==> config.mk <==
export PLATFORM = sky130hd
export DESIGN_NAME = sbc_cfg_regs
export DESIGN_NICKNAME = d
export VERILOG_FILES = /design/src/sv/sbc_pkg.sv /design/src/sv/sbc_cfg_regs.sv
export SDC_FILE = /design/constraint.sdc
export NUM_CORES = 1
export LEC_CHECK = 0
export ABC_AREA = 1
export BUFFER_PORTS_ARGS = -buffer_cell sky130_fd_sc_hd__buf_2
export CELL_PAD_IN_SITES_DETAIL_PLACEMENT = 1
export CELL_PAD_IN_SITES_GLOBAL_PLACEMENT = 1
export CORE_ASPECT_RATIO = 1.4
export CORE_MARGIN = 4
export CORE_UTILIZATION = 23
export CTS_BUF_LIST = sky130_fd_sc_hd__clkbuf_8
export CTS_CLUSTER_SIZE = 12
export DETAILED_ROUTE_END_ITERATION = 12
export GPL_ROUTABILITY_DRIVEN = 0
export PLACE_DENSITY = 0.9
export SLEW_MARGIN = 5
export SYNTH_ARGS = -nofsm -noshare
export SYNTH_HDL_FRONTEND = slang
export SYNTH_SLANG_ARGS = --single-unit
==> constraint.sdc <==
create_clock -name clk -period 1.1 [get_ports clk]
set_input_delay 0.22 -clock clk [delete_from_list [all_inputs] [get_ports clk]]
set_output_delay 0.22 -clock clk [all_outputs]
set_load 0.02 [all_outputs]
==> src/sv/sbc_pkg.sv <==
// Shared constants, types and codes for the splitter bucket classifier.
package sbc_pkg;

  localparam int MAX_SPLITTERS = 1024;
  localparam int KEY_BITS      = 64;

  localparam int ADDR_W   = $clog2(MAX_SPLITTERS);
  localparam int CNT_W    = $clog2(MAX_SPLITTERS + 1);
  localparam int BUCKET_W = CNT_W + 1;

  localparam int IDX_W    = 10;
  localparam int VALUE_W  = 64;
  localparam int PADDR_W  = 3;
  localparam int PDATA_W  = 32;

  typedef enum logic {
    REQ_WRITE    = 1'b0,
    REQ_CLASSIFY = 1'b1
  } req_type_t;

  typedef enum logic {
    REG_SPLITTER_COUNT  = 1'b0,
    REG_EQUAL_EXIT_MODE = 1'b1
  } reg_idx_t;

  typedef struct packed {
    logic [CNT_W-1:0] splitter_count;
    logic             equal_exit_mode;
  } cfg_t;

  typedef struct packed {
    logic                en;
    logic [ADDR_W-1:0]   addr;
    logic [KEY_BITS-1:0] data;
  } ram_wr_t;

endpackage

==> src/sv/sbc_cfg_regs.sv <==
// Configuration register file behind the APB-style port.
module sbc_cfg_regs import sbc_pkg::*; (
  input  logic               clk,
  input  logic               rst,
  input  logic               psel,
  input  logic               penable,
  input  logic               pwrite,
  input  logic [PADDR_W-1:0] paddr,
  input  logic [PDATA_W-1:0] pwdata,
  output logic [PDATA_W-1:0] prdata,
  output logic               pready,
  output cfg_t               cfg
);

  logic [CNT_W-1:0] splitter_count;
  logic             equal_exit_mode;
  reg_idx_t         reg_idx;
  logic             wr_en;

  assign pready  = 1'b1;
  assign reg_idx = reg_idx_t'(paddr[2]);
  assign wr_en   = psel && penable && pwrite;

  always_ff @(posedge clk) begin
    if (rst) begin
      splitter_count  <= '0;
      equal_exit_mode <= 1'b0;
    end else if (wr_en) begin
      unique case (reg_idx)
        REG_SPLITTER_COUNT:  splitter_count  <= pwdata[CNT_W-1:0];
        REG_EQUAL_EXIT_MODE: equal_exit_mode <= pwdata[0];
        default: ;
      endcase
    end
  end

  always_comb begin
    unique case (reg_idx)
      REG_SPLITTER_COUNT:  prdata = PDATA_W'(splitter_count);
      REG_EQUAL_EXIT_MODE: prdata = PDATA_W'(equal_exit_mode);
      default:             prdata = '0;
    endcase
  end

  assign cfg.splitter_count  = splitter_count;
  assign cfg.equal_exit_mode = equal_exit_mode;

endmodule

Word level (Yosys, flattened, before mapping)
Index checks and enable logic that the tools add are counted.

Bits in registers: 12. Bits of input ports: 40. Output and inout bits: 45. Word-level logic and storage cells: 8.

Muxes and demuxes: 1. Bitwise operators: 1. Reduce and logical (&&, ||, !) cells: 4.

Operators with widths (number): $pmux 32 s2 (1); $reduce_and 2->1 (2); $logic_and 1x1->1 (2); $not 1->1 (1).

Depth between registers and ports, before layout
Depth in word-level cells: 3. Depth in mapped cells: 6. Depth with buffers taken out: 5.

Worst setup path before layout
OpenSTA, ideal clock, no wires.

Path kind: reg-to-output. From: register splitter_count[10]. To: output port prdata[10]. Arrival: 0.782 ns. Required time: 0.880 ns. Slack: 0.098 ns. Stages on the path, launching flop included: 3. Buffers on the path: 0. Cells stage by stage: dfxtp_1 > inv_1 > nor2_1.

Word-level cells in the longest chain between the ends: 1.

RTL lines: start, declared (RTL line sbc_cfg_regs.sv:15) `logic [CNT_W-1:0] splitter_count;`; start signal, assigned (RTL line sbc_cfg_regs.sv:30) `REG_SPLITTER_COUNT: splitter_count <= pwdata[CNT_W-1:0];`; $pmux 32 s2 (RTL line sbc_cfg_regs.sv:38) `unique case (reg_idx)`; end, declared (RTL line sbc_cfg_regs.sv:10) `output logic [PDATA_W-1:0] prdata,`.

Every way passes these cells. The select of a mux whose other input is x is not followed.

Final worst setup path
From: register splitter_count[5]. To: output port prdata[5].

The elaborated chain is that of the path after synthesis.

==> summary.txt <==
Outcome
  – Status: finished, violations left
  – Failing checks: negative setup slack

Layout
  – Area Growth Syn to Fin: 31.7%
  – Fin area: 1070 sq um
  – Final nets: 211
  – Number of fill cells: 460
  – Layout cells sized above 1: 42.0%
  – Ant diodes: 0

Placed design
  – Dpl ws: -0.217 ns
  – I/O Buffers: 39
  – Area after DPL: 957 sq um
  – HPWL after detailed placement: 1680 um

Timing
  – # setup viols final: 1
  – Slew Viols, Final: 0
  – Ratio of final minimum period to clock period: 100%
  – Achievable Freq: 907 MHz
  – Worst clock skew: 0 ns
  – Final worst slack: -0.00211 ns
  – Tmin final: 1.10 ns
  – Final Hold Fails: 0
  – RSZ-0062 raised after global routing: yes

Pwr
  – Power Internal: 0.776 mW
  – Switching Fraction: 30.7%
  – Clk pwr share: 35.0%
  – Power Dens Cells: 1040 nW/um^2
  – Leakage: 0.609 nW
  – Total power draw: 1.12 mW
  – P_sw: 0.343 mW
  – Combinational share of power: 23.4%
  – Max VDD drop: 0.414 mV
  – Seq pwr share: 41.6%

Synth
  – Most common cell in the netlist: nor2_1
  – Netlist cell types: 13
  – Number of flops mapped to enable cells by yosys: 0
  – Mapped Cells: 131
  – Synth async-reset ratio: 0%
  – Post-synth top cells: nor2_1 (34), buf_4 (24), inv_1 (23)
  – Warnings, synthesis: 0
  – Yosys top cell area share: 29.5%
  – Top FF cell, synth: dfxtp_1
  – Leading area contributor after synthesis: dfxtp_1
  – Sequential area share after synthesis: 29.5%
  – Synth area leaders: dfxtp_1 (30%), buf_4 (22%), nor2_1 (16%)
  – #FFs+latches synth: 12
  – Average cell area after synthesis: 6.21 sq um
  – Post-Syn Area: 813 sq um

Die
  – Die height: 78.4 um
  – Ports: 85
  – Die area: 4560 sq um
  – Die span in x: 58.3 um
  – Core area: 3380 sq um
  – Row count: 25
  – Starting Density: 24.1%

Global routing
  – Initial antenna violation count: 0
  – First-pass GRT wire length: 3330 um
  – Gr ovfl total: 0
  – Largest net degree at the start of global routing: 15
  – Vias in the first global route: 757
  – All-layer global routing usage: 9.62%

Drt
  – Post-Route WL: 2090 um
  – Via count: 801
  – Via density: 3.83
  – Post-route ant nets: 0
  – Wire per inst: 9.99 um
  – Iter 0 DRT Violations: 14
  – First-pass iteration count of the detailed router: 2
  – Drc violations: 0

Critical path
  – Critical Path RT: 0.88 ns
  – CP max FO: 3
  – Crit-path max cell delay: 0.33 ns
  – Slowest CP cell: dfxtp_2
  – Critical path arrival: 0.88 ns
  – Crit end category: output port
  – Critical path cell sequence: inv_1 -> nor2_1 -> buf_4
  – CP startpoint kind: flop
  – CP Class: reg2out

Worst hold path
  – Worst min path class: in2reg

CTS
  – CTS Buffer Depth: 2
  – CTS root buffer: clkbuf_8
  – H-Tree Depth: 1
  – CTS buffer count: 3
  – Skew-Pair Late Insertion Delay: 0.23 ns
  – Clock transition at path regs: 0.05 ns
  – CTS tree: built
  – Sink Count: 12

Job
  – Max Cap Viol: 0
[power groups by stage]
| stage | Combinational (mW) | Sequential, mW | Clock [mW] |
|---|---|---|---|
| final | 0.262 | 0.466 | 0.392 |
| after floorplan | 0.218 | 0.486 | 0 |
| after detailed placement | 0.248 | 0.471 | 0 |
| after global routing | 0.291 | 0.468 | 0.431 |
| after global placement | 0.244 | 0.470 | 0 |
| after CTS | 0.251 | 0.462 | 0.407 |
[state kept, by name, indices dropped and copies added (netlist names)]
| signal | flops |
|---|---|
| equal_exit_mode | 1 |
| splitter_count | 11 |
[layer usage]
layer	part of all wire (%)	up-vias	wire, um	GRT usage, %
met5	0	-	0	0
met4	2.4	0	51	6.26
met3	12	5	243	2.47
met2	51	45	1060	16.6
met1	35	342	732	9.96
li1	-	409	-	-
[metrics by stage]
stage	setup TNS [ns]	cells	hold slack, ns	util [%]
finish	-0.00211	209	0.296	31.7
global route	-0.113	209	0.325	31.7
CTS	0	208	0.296	30.0
detailed placement	-2.16	205	0.496	28.3
global placement	-1.88	205	0.483	28.3
floorplan	0	151	0.379	-
[worst max-delay path: cells and delay by family (launching register included)]
kind                   cells  cell delay (ns)
buffers and inverters      2             0.20
DFF                        1             0.33
and+or+nand+nor            1             0.11
[worst paths after layout]
path / from / to / slack [ns] / cells after the start
hold / removal: pwdata[1] / splitter_count[1]$_SDFFE_PP0P_ / 0.30 / 5
hold reg to reg: splitter_count[8]$_SDFFE_PP0P_ / splitter_count[8]$_SDFFE_PP0P_ / 0.49 / 2
setup / recovery: splitter_count[5]$_SDFFE_PP0P_ / prdata[5] / -0.002 / 3
setup reg to reg: equal_exit_mode$_SDFFE_PP0P_ / equal_exit_mode$_SDFFE_PP0P_ / 0.51 / 2
[repair_timing]
item	CTS	global route
cloned	0	0
hold buffers	0	0
pin swaps	0	1
setup buffers	0	1
resized for setup	7	29
setup endpoints to repair	5	20
[cell usage in the layout (no fill, tap or decap)]
cell type and count:
a21oi_1 1, buf_12 1, buf_2 28, buf_4 13
buf_8 1, clkbuf_8 3, conb_1 22, dfxtp_2 12
inv_1 18, inv_2 6, nand2_1 16, nand3_1 13
nor2_1 28, nor2_2 7
[area by class of cell]
cell class / instances / area, sq um / area share [%]
repair buffers: 43 / 273 / 25.5
multi-input cells: 87 / 362 / 33.8
well taps: 40 / 50.0 / 4.67
flip-flops and latches: 12 / 255 / 23.8
clock buffers: 3 / 41.3 / 3.86
inverters: 24 / 90.1 / 8.41
[cells by family after synthesis]
logic type      Yosys count  synth area share (%)
other cells               2                 0.923
flops                    12                  29.5
buf+inv                  52                  37.1
compound gates            1                 0.615
simple gates             64                  31.8
(Power assumes the default switching activity.)
