`src/sv/sbc_pkg.sv`:
```
// Shared constants, types and codes for the splitter bucket classifier.
package sbc_pkg;

  localparam int MAX_SPLITTERS = 1024;
  localparam int KEY_BITS      = 64;

  localparam int ADDR_W   = $clog2(MAX_SPLITTERS);
  localparam int CNT_W    = $clog2(MAX_SPLITTERS + 1);
  localparam int BUCKET_W = CNT_W + 1;

  localparam int IDX_W    = 10;
  localparam int VALUE_W  = 64;
  localparam int PADDR_W  = 3;
  localparam int PDATA_W  = 32;

  typedef enum logic {
    REQ_WRITE    = 1'b0,
    REQ_CLASSIFY = 1'b1
  } req_type_t;

  typedef enum logic {
    REG_SPLITTER_COUNT  = 1'b0,
    REG_EQUAL_EXIT_MODE = 1'b1
  } reg_idx_t;

  typedef struct packed {
    logic [CNT_W-1:0] splitter_count;
    logic             equal_exit_mode;
  } cfg_t;

  typedef struct packed {
    logic                en;
    logic [ADDR_W-1:0]   addr;
    logic [KEY_BITS-1:0] data;
  } ram_wr_t;

endpackage

```
`src/sv/sbc_if.sv`:
```
// Request and response channel interfaces.
interface sbc_req_if import sbc_pkg::*; ();
  logic               valid;
  logic               ready;
  logic               req_type;
  logic [IDX_W-1:0]   table_index;
  logic [VALUE_W-1:0] splitter_value;
  logic [VALUE_W-1:0] search_key;

  modport source (output valid, req_type, table_index, splitter_value, search_key,
                  input ready);
  modport sink   (input valid, req_type, table_index, splitter_value, search_key,
                  output ready);
endinterface

interface sbc_rsp_if import sbc_pkg::*; ();
  logic                valid;
  logic                ready;
  logic [BUCKET_W-1:0] bucket_index;
  logic                equal_match;

  modport source (output valid, bucket_index, equal_match, input ready);
  modport sink   (input valid, bucket_index, equal_match, output ready);
endinterface

```
`src/sv/sbc_search_ctrl.sv`:
```
// Binary search sequencer over the splitter table, with output register.
module sbc_search_ctrl import sbc_pkg::*; (
  input  logic                clk,
  input  logic                rst,
  input  cfg_t                cfg,
  sbc_req_if.sink             req,
  sbc_rsp_if.source           rsp,
  output ram_wr_t             wr,
  output logic [ADDR_W-1:0]   raddr,
  input  logic [KEY_BITS-1:0] rdata
);

  typedef enum logic [3:0] {
    ST_IDLE  = 4'b0001,
    ST_PROBE = 4'b0010,
    ST_CHECK = 4'b0100,
    ST_DONE  = 4'b1000
  } state_t;

  state_t              state, state_next;
  logic [CNT_W-1:0]    lo, lo_next;
  logic [CNT_W-1:0]    hi, hi_next;
  logic [CNT_W-1:0]    mid, mid_next;
  logic [CNT_W-1:0]    cnt, cnt_next;
  logic [KEY_BITS-1:0] key, key_next;
  logic                mode, mode_next;
  logic [CNT_W-1:0]    res_lo, res_lo_next;
  logic                res_match, res_match_next;
  logic                out_valid;
  logic [BUCKET_W-1:0] out_bucket;
  logic                out_match;
  logic                load_out;
  logic [CNT_W-1:0]    cnt_sat;
  logic                key_eq;
  logic                key_le;

  assign cnt_sat = (cfg.splitter_count > CNT_W'(MAX_SPLITTERS)) ?
                   CNT_W'(MAX_SPLITTERS) : cfg.splitter_count;
  assign key_eq  = (key == rdata);
  assign key_le  = (key <= rdata);

  assign req.ready        = (state == ST_IDLE);
  assign rsp.valid        = out_valid;
  assign rsp.bucket_index = out_bucket;
  assign rsp.equal_match  = out_match;

  always_comb begin
    logic [CNT_W-1:0] step_lo;
    logic [CNT_W-1:0] step_hi;
    logic [CNT_W:0]   sum;

    state_next     = state;
    lo_next        = lo;
    hi_next        = hi;
    mid_next       = mid;
    cnt_next       = cnt;
    key_next       = key;
    mode_next      = mode;
    res_lo_next    = res_lo;
    res_match_next = res_match;
    load_out       = 1'b0;
    raddr          = mid[ADDR_W-1:0];
    wr.en          = 1'b0;
    wr.addr        = req.table_index[ADDR_W-1:0];
    wr.data        = req.splitter_value[KEY_BITS-1:0];
    step_lo        = lo;
    step_hi        = hi;
    sum            = '0;

    unique case (state)
      ST_IDLE: begin
        if (req.valid) begin
          if (req.req_type == REQ_WRITE) begin
            wr.en = 1'b1;
          end else begin
            key_next  = req.search_key[KEY_BITS-1:0];
            mode_next = cfg.equal_exit_mode;
            cnt_next  = cnt_sat;
            lo_next   = '0;
            hi_next   = cnt_sat;
            mid_next  = cnt_sat >> 1;
            raddr     = mid_next[ADDR_W-1:0];
            if (cnt_sat == '0) begin
              res_lo_next    = '0;
              res_match_next = 1'b0;
              state_next     = ST_DONE;
            end else begin
              state_next = ST_PROBE;
            end
          end
        end
      end
      ST_PROBE: begin
        if (mode && key_eq) begin
          // early exit on the probed entry
          res_lo_next    = mid;
          res_match_next = 1'b1;
          state_next     = ST_DONE;
        end else begin
          if (key_le) begin
            step_lo = lo;
            step_hi = mid;
          end else begin
            step_lo = mid + CNT_W'(1);
            step_hi = hi;
          end
          lo_next  = step_lo;
          hi_next  = step_hi;
          sum      = {1'b0, step_lo} + {1'b0, step_hi};
          mid_next = sum[CNT_W:1];
          if (step_lo < step_hi) begin
            raddr = mid_next[ADDR_W-1:0];
          end else if (!mode && (step_lo < cnt)) begin
            raddr      = step_lo[ADDR_W-1:0];
            state_next = ST_CHECK;
          end else begin
            res_lo_next    = step_lo;
            res_match_next = 1'b0;
            state_next     = ST_DONE;
          end
        end
      end
      ST_CHECK: begin
        res_lo_next    = lo;
        res_match_next = key_eq;
        state_next     = ST_DONE;
      end
      ST_DONE: begin
        // hold until the output register is free
        if (!out_valid || rsp.ready) begin
          load_out   = 1'b1;
          state_next = ST_IDLE;
        end
      end
      default: state_next = ST_IDLE;
    endcase
  end

  always_ff @(posedge clk) begin
    if (rst) begin
      state     <= ST_IDLE;
      out_valid <= 1'b0;
    end else begin
      state <= state_next;
      if (load_out) begin
        out_valid <= 1'b1;
      end else if (rsp.ready) begin
        out_valid <= 1'b0;
      end
    end
  end

  always_ff @(posedge clk) begin
    lo        <= lo_next;
    hi        <= hi_next;
    mid       <= mid_next;
    cnt       <= cnt_next;
    key       <= key_next;
    mode      <= mode_next;
    res_lo    <= res_lo_next;
    res_match <= res_match_next;
    if (load_out) begin
      out_bucket <= {res_lo, res_match};
      out_match  <= res_match;
    end
  end

endmodule

```
`src/flat_wrapper.sv`:
```
// flat-port wrapper written by rule: the top's interface ports become plain ports
module sbc_search_ctrl_flat import sbc_pkg::*;
  (clk, rst, cfg, wr, raddr, rdata, req_valid, req_req_type, req_table_index, req_splitter_value, req_search_key, req_ready, rsp_valid, rsp_bucket_index, rsp_equal_match, rsp_ready);
  sbc_req_if req_i ();
  sbc_rsp_if rsp_i ();
  input  logic clk;
  input  logic rst;
  input  cfg_t cfg;
  output ram_wr_t wr;
  output logic [ADDR_W-1:0] raddr;
  input  logic [KEY_BITS-1:0] rdata;
  input wire logic [$bits(req_i.valid)-1:0] req_valid;
  input wire logic [$bits(req_i.req_type)-1:0] req_req_type;
  input wire logic [$bits(req_i.table_index)-1:0] req_table_index;
  input wire logic [$bits(req_i.splitter_value)-1:0] req_splitter_value;
  input wire logic [$bits(req_i.search_key)-1:0] req_search_key;
  output wire logic [$bits(req_i.ready)-1:0] req_ready;
  output wire logic [$bits(rsp_i.valid)-1:0] rsp_valid;
  output wire logic [$bits(rsp_i.bucket_index)-1:0] rsp_bucket_index;
  output wire logic [$bits(rsp_i.equal_match)-1:0] rsp_equal_match;
  input wire logic [$bits(rsp_i.ready)-1:0] rsp_ready;
  assign req_i.valid = req_valid;
  assign req_i.req_type = req_req_type;
  assign req_i.table_index = req_table_index;
  assign req_i.splitter_value = req_splitter_value;
  assign req_i.search_key = req_search_key;
  assign req_ready = req_i.ready;
  assign rsp_valid = rsp_i.valid;
  assign rsp_bucket_index = rsp_i.bucket_index;
  assign rsp_equal_match = rsp_i.equal_match;
  assign rsp_i.ready = rsp_ready;
  sbc_search_ctrl u_core (.clk(clk), .rst(rst), .cfg(cfg), .req(req_i), .rsp(rsp_i), .wr(wr), .raddr(raddr), .rdata(rdata));
endmodule
```
`config.mk`:
```
export PLATFORM = sky130hd
export DESIGN_NAME = sbc_search_ctrl_flat
export DESIGN_NICKNAME = d
export VERILOG_FILES = /design/src/sv/sbc_pkg.sv /design/src/sv/sbc_if.sv /design/src/sv/sbc_search_ctrl.sv /design/src/flat_wrapper.sv
export SDC_FILE = /design/constraint.sdc
export NUM_CORES = 1
export LEC_CHECK = 0
export BUFFER_PORTS_ARGS = -buffer_cell sky130_fd_sc_hd__clkbuf_2
export CAP_MARGIN = 30
export CORE_ASPECT_RATIO = 0.75
export CORE_MARGIN = 5
export CORE_UTILIZATION = 55
export DETAILED_ROUTE_END_ITERATION = 6
export PLACE_DENSITY = 0.84
export RECOVER_POWER = 50
export SYNTH_ARGS = -nofsm -noshare
export SYNTH_HDL_FRONTEND = slang
export SYNTH_SLANG_ARGS = --single-unit
```
`constraint.sdc`:
```
create_clock -name clk -period 22.5 [get_ports clk]
set_clock_uncertainty 0.05 [all_clocks]
set_input_delay 6.75 -clock clk [delete_from_list [all_inputs] [get_ports clk]]
set_output_delay 6.75 -clock clk [all_outputs]
set_load 0.03 [all_outputs]
```
# Yosys cells after proc, flatten, opt, wreduce, memory -nomap -nowiden

Cells that the tools add are included.

Flip-flop bits (word level): 139
Input bits: 219
Output and inout bits: 100
Word-level logic and storage cells: 97

$add $sub $neg: 2
Order comparisons: 4
Eq/ne operators: 12
Muxes and demuxes: 54
Reduce and logical (&&, ||, !) cells: 13

Operator list:

| operator                                                                 | count |
|---|---|
| 11-bit 2-to-1 mux                                                        | 22 |
| 11-bit one-hot mux with 2 select lines                                   | 3 |
| 64-bit == test                                                           | 1 |
| 64-bit <= comparator                                                     | 1 |
| 10-bit 2-to-1 mux                                                        | 5 |
| 11-bit one-hot mux with 3 select lines                                   | 1 |
| 4-bit 2-to-1 mux                                                         | 7 |
| 11-bit less-than comparator                                              | 2 |
| 10-bit one-hot mux with 2 select lines                                   | 1 |
| 4-bit one-hot mux with 4 select lines                                    | 1 |
| 1-bit 2-to-1 mux                                                         | 13 |
| 11-bit by 11-bit adder with 12-bit output                                | 1 |
| 11-bit by 1-bit adder with 11-bit output (second input constant)         | 1 |
| 11-bit greater-than comparator (second input constant)                   | 1 |
| 11-bit zero test                                                         | 1 |
| 4-bit AND reduction                                                      | 2 |
| 2-bit inequality test (second input constant)                            | 3 |
| 3-bit by 2-bit inequality test with 1-bit output (second input constant) | 2 |
| 6-bit AND reduction                                                      | 1 |
| 4-bit by 1-bit == test with 1-bit output (second input constant)         | 1 |
| 4-bit by 2-bit == test with 1-bit output (second input constant)         | 1 |
| 4-bit by 3-bit == test with 1-bit output (second input constant)         | 1 |
| 4-bit == test (second input constant)                                    | 1 |
| 2-bit by 1-bit inequality test with 1-bit output (second input constant) | 2 |
| 7 further kinds                                                          | 10 |

# Depth between registers and ports, before layout

Gate-level depths: netlist (run 1).

Word-level depth: 10
Gate-level depth with buffers: 23
Mapped depth without buffers: 21

# Least setup slack after synthesis (run 1)

No wires, ideal clock.

Kind: input-to-output
From: input port rdata[61]
To: output port raddr[9]
Arrival time: 11438 ps
Data required time: 15700 ps
Path slack: 4262 ps
Cell stages on the path: 22
Path buffers: 2
Cells stage by stage: inv_1 -> ha_1 -> nand4_2 -> nor4_4 -> or2b_1 -> o22ai_2 -> nor2_1 -> a21oi_2 -> buf_4 -> buf_6 -> mux2i_1 -> inv_1 -> fa_1 -> a21o_1 -> a21o_1 -> a21o_1 -> a21o_1 -> a221oi_1 -> o21bai_1 -> a21oi_1 -> xnor2_1 -> o211ai_1

Cells in the longest elaborated chain, start to end: 10
Elaborated cells between the ends (all ways): 17
Those cells by class: 1 x add/sub; 3 x order compare; 1 x eq/ne; 10 x mux; 2 x reduce/logical

RTL lines:

| element                                    | line                   | text |
|---|---|---|
| start, declared                            | flat_wrapper.sv:11     | `input logic [KEY_BITS-1:0] rdata;` |
| 64-bit <= comparator                       | sbc_search_ctrl.sv:40  | `assign key_le = (key <= rdata);` |
| 11-bit 2-to-1 mux                          | sbc_search_ctrl.sv:100 | `if (key_le) begin` |
| 11-bit 2-to-1 mux                          | sbc_search_ctrl.sv:94  | `if (mode && key_eq) begin` |
| 11-bit 2-to-1 mux                          | sbc_search_ctrl.sv:70  | `unique case (state)` |
| 11-bit less-than comparator                | sbc_search_ctrl.sv:113 | `end else if (!mode && (step_lo < cnt)) begin` |
| 1-bit logical AND                          | sbc_search_ctrl.sv:113 |  |
| 10-bit 2-to-1 mux                          | sbc_search_ctrl.sv:113 |  |
| 10-bit 2-to-1 mux                          | sbc_search_ctrl.sv:111 | `if (step_lo < step_hi) begin` |
| 10-bit 2-to-1 mux (*)                      | sbc_search_ctrl.sv:94  |  |
| 10-bit one-hot mux with 2 select lines (*) | sbc_search_ctrl.sv:70  |  |
| end, declared                              | flat_wrapper.sv:10     | `output logic [ADDR_W-1:0] raddr;` |

Every way passes the cells marked *; elsewhere a longest branch is shown, timed or not. The select of a mux whose other input is x is not followed.

# Worst setup path after layout (run 1)

From: input port rdata[26]
To: output port raddr[2]

Same word-level chain as after synthesis.

==> impl_metrics.tcl, run 1 <==
set metrics [dict create \
    place_congestion 1.01 \
    first_global_vias 6601 \
    finalMaxSlewViolations 65 \
    start_util_pct 56.0 \
    post-synth-top-area-cell "edfxtp_1" \
    violations "max-capacitance violations, max-slew violations" \
    num-fill-cells 1302 \
    fin_tns_setup_ns 0 \
    cts_tree "built" \
    vias 6811 \
    dp_hpwl_um 17800 \
    worst_setup_path_end_kind "primary output" \
    ys_types 60 \
    grt_pass1_wl_um 35200 \
    hold_buffers 0 \
    synth_edf_count 133 \
    first_pass_iters 5 \
    fp.dieH_um 120 \
    clock_latency_ns 0.42 \
    syn-num-nets 1167 \
    power.density_nw_per_um2 75.0 \
    grt_setup_unrepaired "no" \
    fin_crit_ns 19.54 \
    start_kind "primary input" \
    async_reset_ff_share_pct 0 \
    coreArea_um2 16000 \
    yosysMostFrequentCell "edfxtp_1" \
    syn_inst 852 \
    finalCritPeriodShare_pct 86.8 \
    final_cells 1175 \
    postCtsSetupRepairBufs 0 \
    crit_chain "clkbuf_2 > inv_1 > ha_1 > nand4_1 > nor4_1 > nand3_1 > a31oi_1 > nor2_1 > a21oi_2 > buf_4 > mux2i_1 > inv_1 > ha_1 > a21o_1 > a21o_1 > a2111oi_0 > o21ai_0 > a31oi_2 > a21boi_0 > a32oi_1 > o211ai_1 > clkbuf_2" \
    cpMaxStageDelayCell "a31oi_2" \
    cp_num_buf_inv 5 \
    fp.dieW_um 157 \
    vias_per_cell 5.80 \
    placedCellCount 1143 \
    setup_viol 0 \
    synth_top_flop_cell "edfxtp_1" \
    r2r_slack_ns 16.38 \
    clkTransAtPathRegs_ns 0.06 \
    synthTopCellsByArea "edfxtp_1 45%, ha_1 13%, buf_4 6.5%" \
    run_status "complete, but fails checks" \
    fin_nets 1267 \
    cts_buffers 17 \
    yosysTopAreaCellShare_pct 44.7 \
    final-hold-violation-count 0 \
    track_usage_pct 24.1 \
    synth-seq-area-share_pct 45.8 \
    maxSlewHeadroom_pct -131 \
    rows 40 \
    h-tree-depth 4 \
    max_slew.worst_pin.slew_ns 3.46 \
    numPortBuffers 170 \
    irDropWorstVdd_v 0.0000546 \
    critPathMaxFanout 32 \
    ys_ff_latch 138 \
    routedWlPerCell_um 19.5 \
    areaGrowthSynthToFinish_pct 12.3 \
    cts_root_buf "clkbuf_16" \
    cts_resized 0 \
    critical_path_class "primary input to primary output" \
    yosysWarnings 0 \
    avgSynthCellArea_um2 10.5 \
    slowest_delay_ns 0.62 \
    syn_area_um2 8930 \
    pin_count 319 \
    grt_overflow 0 \
    hold_ws_ns 0.371 \
    drtIter0Drc 634 \
    final_antenna_net_count 0 \
    drive_above_1_share_pct 21.5 \
    drt-total-wl_um 23000 \
    critPathTopFamily "compound AO/OA/AOI/OAI gates" \
    cp.required_ns 15.70 \
    clock_path_buffers 2 \
    timing.fmax_ghz 0.0512 \
    synth_commonest_cells "133 x edfxtp_1, 103 x inv_1, 95 x ha_1" \
    n_antenna_cell 0 \
    hp-class "flip-flop to flip-flop" \
    leakagePower_nw 4.47 \
    die-area_um2 18900 \
    grt_max_degree 65 \
    clock-sinks 138 \
    antenna_found_initial 0 \
    cap_violations 1 \
    drc_errors 0 \
    worst_ep_arrival_time_ns 12.74 \
]
## flip-flops by register name, summed over array words and instances (netlist names), 4 cells and up
signal / count
u_core.cnt: 11
u_core.hi: 11
u_core.key: 64
u_core.lo: 11
u_core.mid: 11
u_core.res_lo: 11
u_core.rsp.bucket_index: 12
u_core.state: 4
## cell usage in the layout, fill, tap and decap left out, drive strengths merged, types with 4 or more instances in the layout
master | Yosys | final
a21o | 12 | 12
nor2 | 29 | 29
buf | 81 | 5
dfxtp | 5 | 5
o211ai | 5 | 5
mux2 | 7 | 7
nor4 | 11 | 11
nand4 | 23 | 23
nor4b | 5 | 5
o21ai | 48 | 48
o21bai | 4 | 4
nand2 | 63 | 63
a211oi | 8 | 8
mux2i | 18 | 18
and2 | 12 | 12
clkbuf | 14 | 188
a22oi | 6 | 6
ha | 95 | 95
nor2b | 21 | 21
xnor2 | 12 | 12
nand3 | 18 | 18
inv | 103 | 110
a31oi | 4 | 4
and3 | 6 | 6
nor3 | 6 | 6
xor2 | 6 | 6
edfxtp | 133 | 133
a221oi | 7 | 7
a21oi | 57 | 57
## metrics by stage
stage | power, mW | util [%] | area, um2 | worst slack (ns)
after CTS | 0.754 | 63.1 | 10100 | 3.19
after floorplan | 0.435 | - | 8930 | 4.26
final | 0.752 | 62.9 | 10000 | 2.96
after global placement | 0.459 | 59.3 | 9460 | 3.45
after detailed placement | 0.462 | 59.3 | 9460 | 3.26
after global routing | 0.786 | 62.9 | 10000 | 2.35
## routing by layer
| metal | wire length, um | vias up | global-route usage (%) |
|---|---|---|---|
| met5 | 0 | - | 1.40 |
| met4 | 589 | 0 | 8.22 |
| met3 | 2780 | 61 | 8.59 |
| met2 | 9800 | 422 | 34.8 |
| met1 | 9800 | 3132 | 33.6 |
| li1 | - | 3196 | - |
## worst paths after layout
check | startpoint | endpoint | cells past startpoint
setup reg to reg | u_core.key[26] | u_core.res_lo[1] | 19
hold reg to reg | u_core.res_lo[2] | u_core.rsp.bucket_index[3] | 0
hold / removal | u_core.res_lo[2] | u_core.rsp.bucket_index[3] | 0
setup / recovery | rdata[26] | raddr[2] | 22
## worst register-to-register path, cell delays in order (launching register included)
cell	delay (ns)
edfxtp_1	0.37
ha_1	0.33
nand4_1	0.26
nor4_1	0.60
nand3_1	0.15
a31oi_1	0.24
nor2_1	0.16
a21oi_2	0.15
buf_4	0.41
mux2i_1	0.41
inv_1	0.20
ha_1	0.34
a21o_1	0.17
a21o_1	0.18
a2111oi_0	0.39
o21ai_0	0.20
a31oi_2	0.62
o21ai_0	0.16
nand3b_1	0.19
inv_1	0.23
## layout make-up
class / instances / area, um2 / area share, %
clock buffers: 17 / 425 / 4.24
clock inverters: 15 / 186 / 1.86
inverters: 103 / 387 / 3.85
multi-input cells: 516 / 3820 / 38.1
flip-flops and latches: 138 / 4090 / 40.8
well taps: 210 / 263 / 2.62
repair buffers: 176 / 862 / 8.59
## where the power goes
part / switching [mW] / leakage, nW / internal (mW)
Sequential: 0.00770 / 1.28 / 0.299
Combinational: 0.0961 / 2.90 / 0.0584
Clock: 0.114 / 0.295 / 0.177
## cell families after synthesis
group                    after synthesis  synth area share, %
AO/OA/AOI/OAI                        170                 12.0
XOR/XNOR                              18                 1.76
adder cells (fa/ha/maj)               96                 13.5
buffers and inverters                198                 11.7
flip-flops                           138                 45.8
multiplexers                          25                 2.90
AND/OR/NAND/NOR                      207                 12.3
Power figures use the tool's default switching activity.
==> run 2: changes to the inputs <==
- GPL_TIMING_DRIVEN: unset -> 0
==> run 2 against run 1 <==
Compared with the run above: the run still ends with max-capacitance violations, max-slew violations left; worst setup slack gained 0.038 ns; register-to-register slack worse by 0.10 ns; non-clock buffer count rose by 166; first-iteration DRC count decreased by 5.0%; total power is 3.5% higher; sequential share of layout area fell by 3.7 points; clock power is essentially flat; design area up 9.9%; largest cell class unchanged.
==> impl_metrics.tcl, run 2 (synthesized netlist as in run 1, its figures left out) <==
set metrics [dict create \
    maxUsedRoutingLayer "met4" \
    fp.dieW_um 157 \
    leakagePower_nw 5.17 \
    grt_setup_unrepaired "no" \
    timing.fmax_ghz 0.0513 \
    critical_path_class "primary input to primary output" \
    dp_hpwl_um 19700 \
    hp-class "flip-flop to flip-flop" \
    drt-total-wl_um 24800 \
    routed-wl-met2_um 11100 \
    fin_tns_setup_ns 0 \
    cp.required_ns 15.70 \
    start_kind "primary input" \
    clock_path_buffers 2 \
    n_antenna_cell 0 \
    layout_common_cells "222 x clkbuf_2, 133 x edfxtp_1, 103 x inv_1" \
    grt_pass1_wl_um 37600 \
    rows 40 \
    cts_root_buf "clkbuf_16" \
    clock-sinks 138 \
    drtIter0Drc 602 \
    max_slew.worst_pin.slew_ns 3.43 \
    track_usage_pct 25.7 \
    r2r_cells 21 \
    clock_latency_ns 0.43 \
    wl_met1_um 10900 \
    drive_above_1_share_pct 31.7 \
    antenna_found_initial 0 \
    worst_ep_arrival_time_ns 12.70 \
    fp.dieH_um 120 \
    hold_buffers 0 \
    grt_overflow 0 \
    cap_violations 1 \
    irDropWorstVdd_v 0.0000662 \
    vias_per_cell 5.45 \
    finalCritPeriodShare_pct 86.7 \
    final_common_cell "clkbuf_2" \
    final-hold-violation-count 0 \
    hold_depth 0 \
    num-fill-cells 1212 \
    cts_tree "built" \
    wl_met3_um 2370 \
    setup_viol 0 \
    fin_nets 1433 \
    fin_crit_ns 19.50 \
    run_status "complete, but fails checks" \
    postCtsSetupRepairBufs 0 \
    numPortBuffers 244 \
    routedWlPerCell_um 18.5 \
    pin_count 319 \
    hold_ws_ns 0.370 \
    place_congestion 0.979 \
    largest_register "u_core.key" \
    clkTransAtPathRegs_ns 0.06 \
    die-area_um2 18900 \
    vias 7311 \
    start_util_pct 56.0 \
    cts_buffers 17 \
    largest_reg_flops 64 \
    coreArea_um2 16000 \
    placedCellCount 1309 \
    slowest_delay_ns 0.59 \
    first_pass_iters 5 \
    critPathMaxFanout 10 \
    power.density_nw_per_um2 70.5 \
    violations "max-capacitance violations, max-slew violations" \
    finalMaxSlewViolations 65 \
    final_cells 1341 \
    areaGrowthSynthToFinish_pct 23.5 \
    grt_max_degree 65 \
    final_antenna_net_count 0 \
    crit_chain "clkbuf_2 > inv_1 > ha_1 > nand4_1 > nor4_2 > nand3_1 > a31oi_1 > nor2_1 > a21oi_2 > buf_4 > nor2_1 > a21oi_1 > ha_1 > nand4_1 > nor3_1 > a2111oi_0 > o21ai_0 > a31oi_2 > a21boi_0 > a32oi_1 > o211ai_1 > clkbuf_2" \
    maxSlewHeadroom_pct -129 \
    drc_errors 0 \
    cpMaxStageDelayCell "nor4_2" \
    h-tree-depth 4 \
    cts_resized 0 \
    worst_setup_path_end_kind "primary output" \
    first_global_vias 7157 \
]
==> run 2: changes by cell type in the layout (fill, tap and decap cells not counted), sizes merged <==
cell      delta
clkinvlp     +2
inv          -3
buf         +78
clkbuf      +89
==> run 2: final timing paths <==
path	slack (ns)	startpoint	to
max	3.00	rdata[42]	raddr[2]
min	0.37	u_core.res_lo[5]	u_core.rsp.bucket_index[6]
max reg2reg	16.28	u_core.key[42]	u_core.res_lo[0]
min reg2reg	0.37	u_core.res_lo[5]	u_core.rsp.bucket_index[6]
==> run 2: power breakdown <==
group          switching (mW)  internal, mW
clock network           0.113         0.175
logic                   0.113        0.0719
registers             0.00688         0.299
total                   0.233         0.546
==> run 2: per-stage QoR <==
stage	cell area [um2]	power [mW]	util [%]	setup slack, ns
final	11000	0.778	69.1	3.00
after global routing	11000	0.811	69.1	2.60
after CTS	11100	0.778	69.5	3.11
after detailed placement	10500	0.492	65.7	3.17
after global placement	10400	0.486	65.3	3.19
after floorplan	8930	0.435	-	4.26
==> run 2: cell type report <==
type | instances | area [um2] | area share (%)
repair buffers | 247 | 1230 | 11.1
inverters | 103 | 387 | 3.50
well taps | 210 | 263 | 2.38
clock inverters | 14 | 170 | 1.54
multi-input cells | 516 | 3800 | 34.5
flip-flops and latches | 138 | 4090 | 37.1
plain buffers | 95 | 657 | 5.95
clock buffers | 18 | 429 | 3.89
==> run 2: metal layers <==
metal  up-vias  GRT usage, %
met5         -             0
met4         0          6.77
met3        33          5.12
met2       382          40.1
met1      3371          36.7
li1       3525             -
==> run 2: worst max-delay path, delay by kind of cell <==
kind                     cells  cell delay [ns]
buffers and inverters        4             0.63
AND/OR/NAND/NOR              7             1.41
AO/OA/AOI/OAI                9             3.19
adder cells (fa/ha/maj)      2             0.70
==> run 3: changes to the inputs <==
- CORE_ASPECT_RATIO: 0.75 -> unset
==> run 3 against run 2 <==
Compared with the run above: the run still ends with max-capacitance violations, max-slew violations left; sequential power is essentially flat; global-route usage increased by 0.26 points; critical path depth grew 2; design area is essentially flat; first-iteration DRC count up 28%; routed wire length fell by 0.34%; register-to-register slack got worse by 0.21 ns; fmax is 0.57% lower; worst setup slack got worse by 0.11 ns; largest power group unchanged; highest routed layer unchanged.
==> impl_metrics.tcl, run 3 (synthesized netlist as in run 1, its figures left out) <==
set metrics [dict create \
    first_pass_iters 5 \
    drc_errors 0 \
    final-hold-violation-count 0 \
    p_total_mw 0.772 \
    n_antenna_cell 0 \
    cts_buffers 17 \
    cts_root_buf "clkbuf_16" \
    max_slew.worst_pin.slew_ns 3.30 \
    drtIter0Drc 770 \
    swShare_pct 29.3 \
    worst_setup_path_end_kind "primary output" \
    fin_tns_setup_ns 0 \
    cap_violations 1 \
    areaGrowthSynthToFinish_pct 23.6 \
    clock_path_buffers 2 \
    vias_per_cell 5.46 \
    finalCritPeriodShare_pct 87.2 \
    seqPwrFrac_pct 39.6 \
    p_int_mw 0.545 \
    routedWlPerCell_um 18.4 \
    vias 7358 \
    maxSlewHeadroom_pct -120 \
    drive_above_1_share_pct 32.0 \
    violations "max-capacitance violations, max-slew violations" \
    largest_register "u_core.key" \
    timing.fmax_ghz 0.0510 \
    leakagePower_nw 5.18 \
    h-tree-depth 4 \
    track_usage_pct 25.9 \
    power.density_nw_per_um2 69.9 \
    netSwitchingPower_mw 0.226 \
    grt_setup_unrepaired "no" \
    drt-total-wl_um 24700 \
    antenna_found_initial 0 \
    cts_tree "built" \
    start_kind "primary input" \
    hold_buffers 0 \
    largest_reg_flops 64 \
    fin_crit_ns 19.61 \
    worst_ep_arrival_time_ns 12.81 \
    dp_hpwl_um 19800 \
    rows 46 \
    grt_max_degree 62 \
    numPortBuffers 244 \
    cts_resized 0 \
    clock-sinks 138 \
    finalMaxSlewViolations 62 \
    critPathMaxFanout 10 \
    postCtsSetupRepairBufs 0 \
    coreArea_um2 15900 \
    fin_nets 1433 \
    setup_viol 0 \
    place_congestion 0.960 \
    combPwrFrac_pct 24.0 \
    clock_latency_ns 0.42 \
    clock_power_share_pct 36.5 \
    run_status "complete, but fails checks" \
    final_common_cell "clkbuf_2" \
    hp-class "flip-flop to flip-flop" \
    cp.required_ns 15.70 \
    irDropWorstVdd_v 0.0000543 \
    fp.dieW_um 137 \
    final_antenna_net_count 0 \
    grt_overflow 0 \
    fin_util_pct 69.5 \
    die-area_um2 18900 \
    fp.dieH_um 137 \
    grt_pass1_wl_um 37100 \
    clkTransAtPathRegs_ns 0.06 \
    layout_common_cells "225 x clkbuf_2, 133 x edfxtp_1, 103 x inv_1" \
    pin_count 319 \
    start_util_pct 56.2 \
    hold_ws_ns 0.367 \
    first_global_vias 7270 \
    critical_path_class "primary input to primary output" \
]
run 3: final timing paths:
| check | startpoint | to | slack, ns | cells after the start |
|---|---|---|---|---|
| setup / recovery | rdata[42] | raddr[1] | 2.89 | 24 |
| hold / removal | u_core.res_lo[4] | u_core.rsp.bucket_index[5] | 0.37 | 0 |
| setup reg to reg | u_core.key[38] | u_core.res_lo[1] | 16.07 | 21 |
| hold reg to reg | u_core.res_lo[4] | u_core.rsp.bucket_index[5] | 0.37 | 0 |
run 3: layer usage:
metal | up-vias | routed length, um | track usage (%)
met5 | - | 0 | 0
met4 | 0 | 726 | 10.0
met3 | 58 | 2470 | 5.66
met2 | 409 | 12400 | 45.1
met1 | 3365 | 9190 | 31.3
li1 | 3526 | - | -
run 3: worst max-delay path: stages:
cell and delay (ns):
clkbuf_2 0.07, inv_1 0.04, ha_1 0.31, nand4_1 0.22
nor4_2 0.55, nand3_1 0.18, a31oi_1 0.33, nor2_1 0.19
a21oi_2 0.42, buf_4 0.28, buf_6 0.20, mux2i_1 0.36
ha_1 0.30, clkbuf_1 0.20, a21oi_1 0.19, o21bai_1 0.08
a21oi_1 0.16, o21bai_1 0.08, a221oi_1 0.56, inv_1 0.18
nor2_1 0.30, nand2_1 0.21, o221ai_1 0.37, clkbuf_2 0.28
run 3: stage by stage:
stage / setup WS, ns / std cells / area, um2
6_report: 2.89 / 1347 / 11000
2_1_floorplan: 4.26 / 852 / 8930
3_3_place_gp: 3.18 / 1312 / 10400
3_5_place_dp: 3.07 / 1314 / 10500
4_1_cts: 3.05 / 1346 / 11100
5_1_grt: 2.47 / 1347 / 11000
run 3: layout make-up:
| class | count | area [um2] |
|---|---|---|
| Fill cell | 1201 | 4840 |
| Tap cell | 216 | 270 |
| Inverter | 103 | 387 |
| Buffer | 95 | 657 |
| Multi-Input combinational cell | 516 | 3800 |
| Clock inverter | 10 | 115 |
| Sequential cell | 138 | 4090 |
| Timing Repair Buffer | 247 | 1230 |
| Clock buffer | 22 | 484 |
run 3: power groups by stage:
stage          registers [mW]  clock network (mW)  logic, mW
2_1_floorplan           0.308                   0      0.127
6_report                0.305               0.281      0.185
3_5_place_dp            0.310                   0      0.182
3_3_place_gp            0.310                   0      0.175
4_1_cts                 0.304               0.284      0.184
5_1_grt                 0.306               0.297      0.202
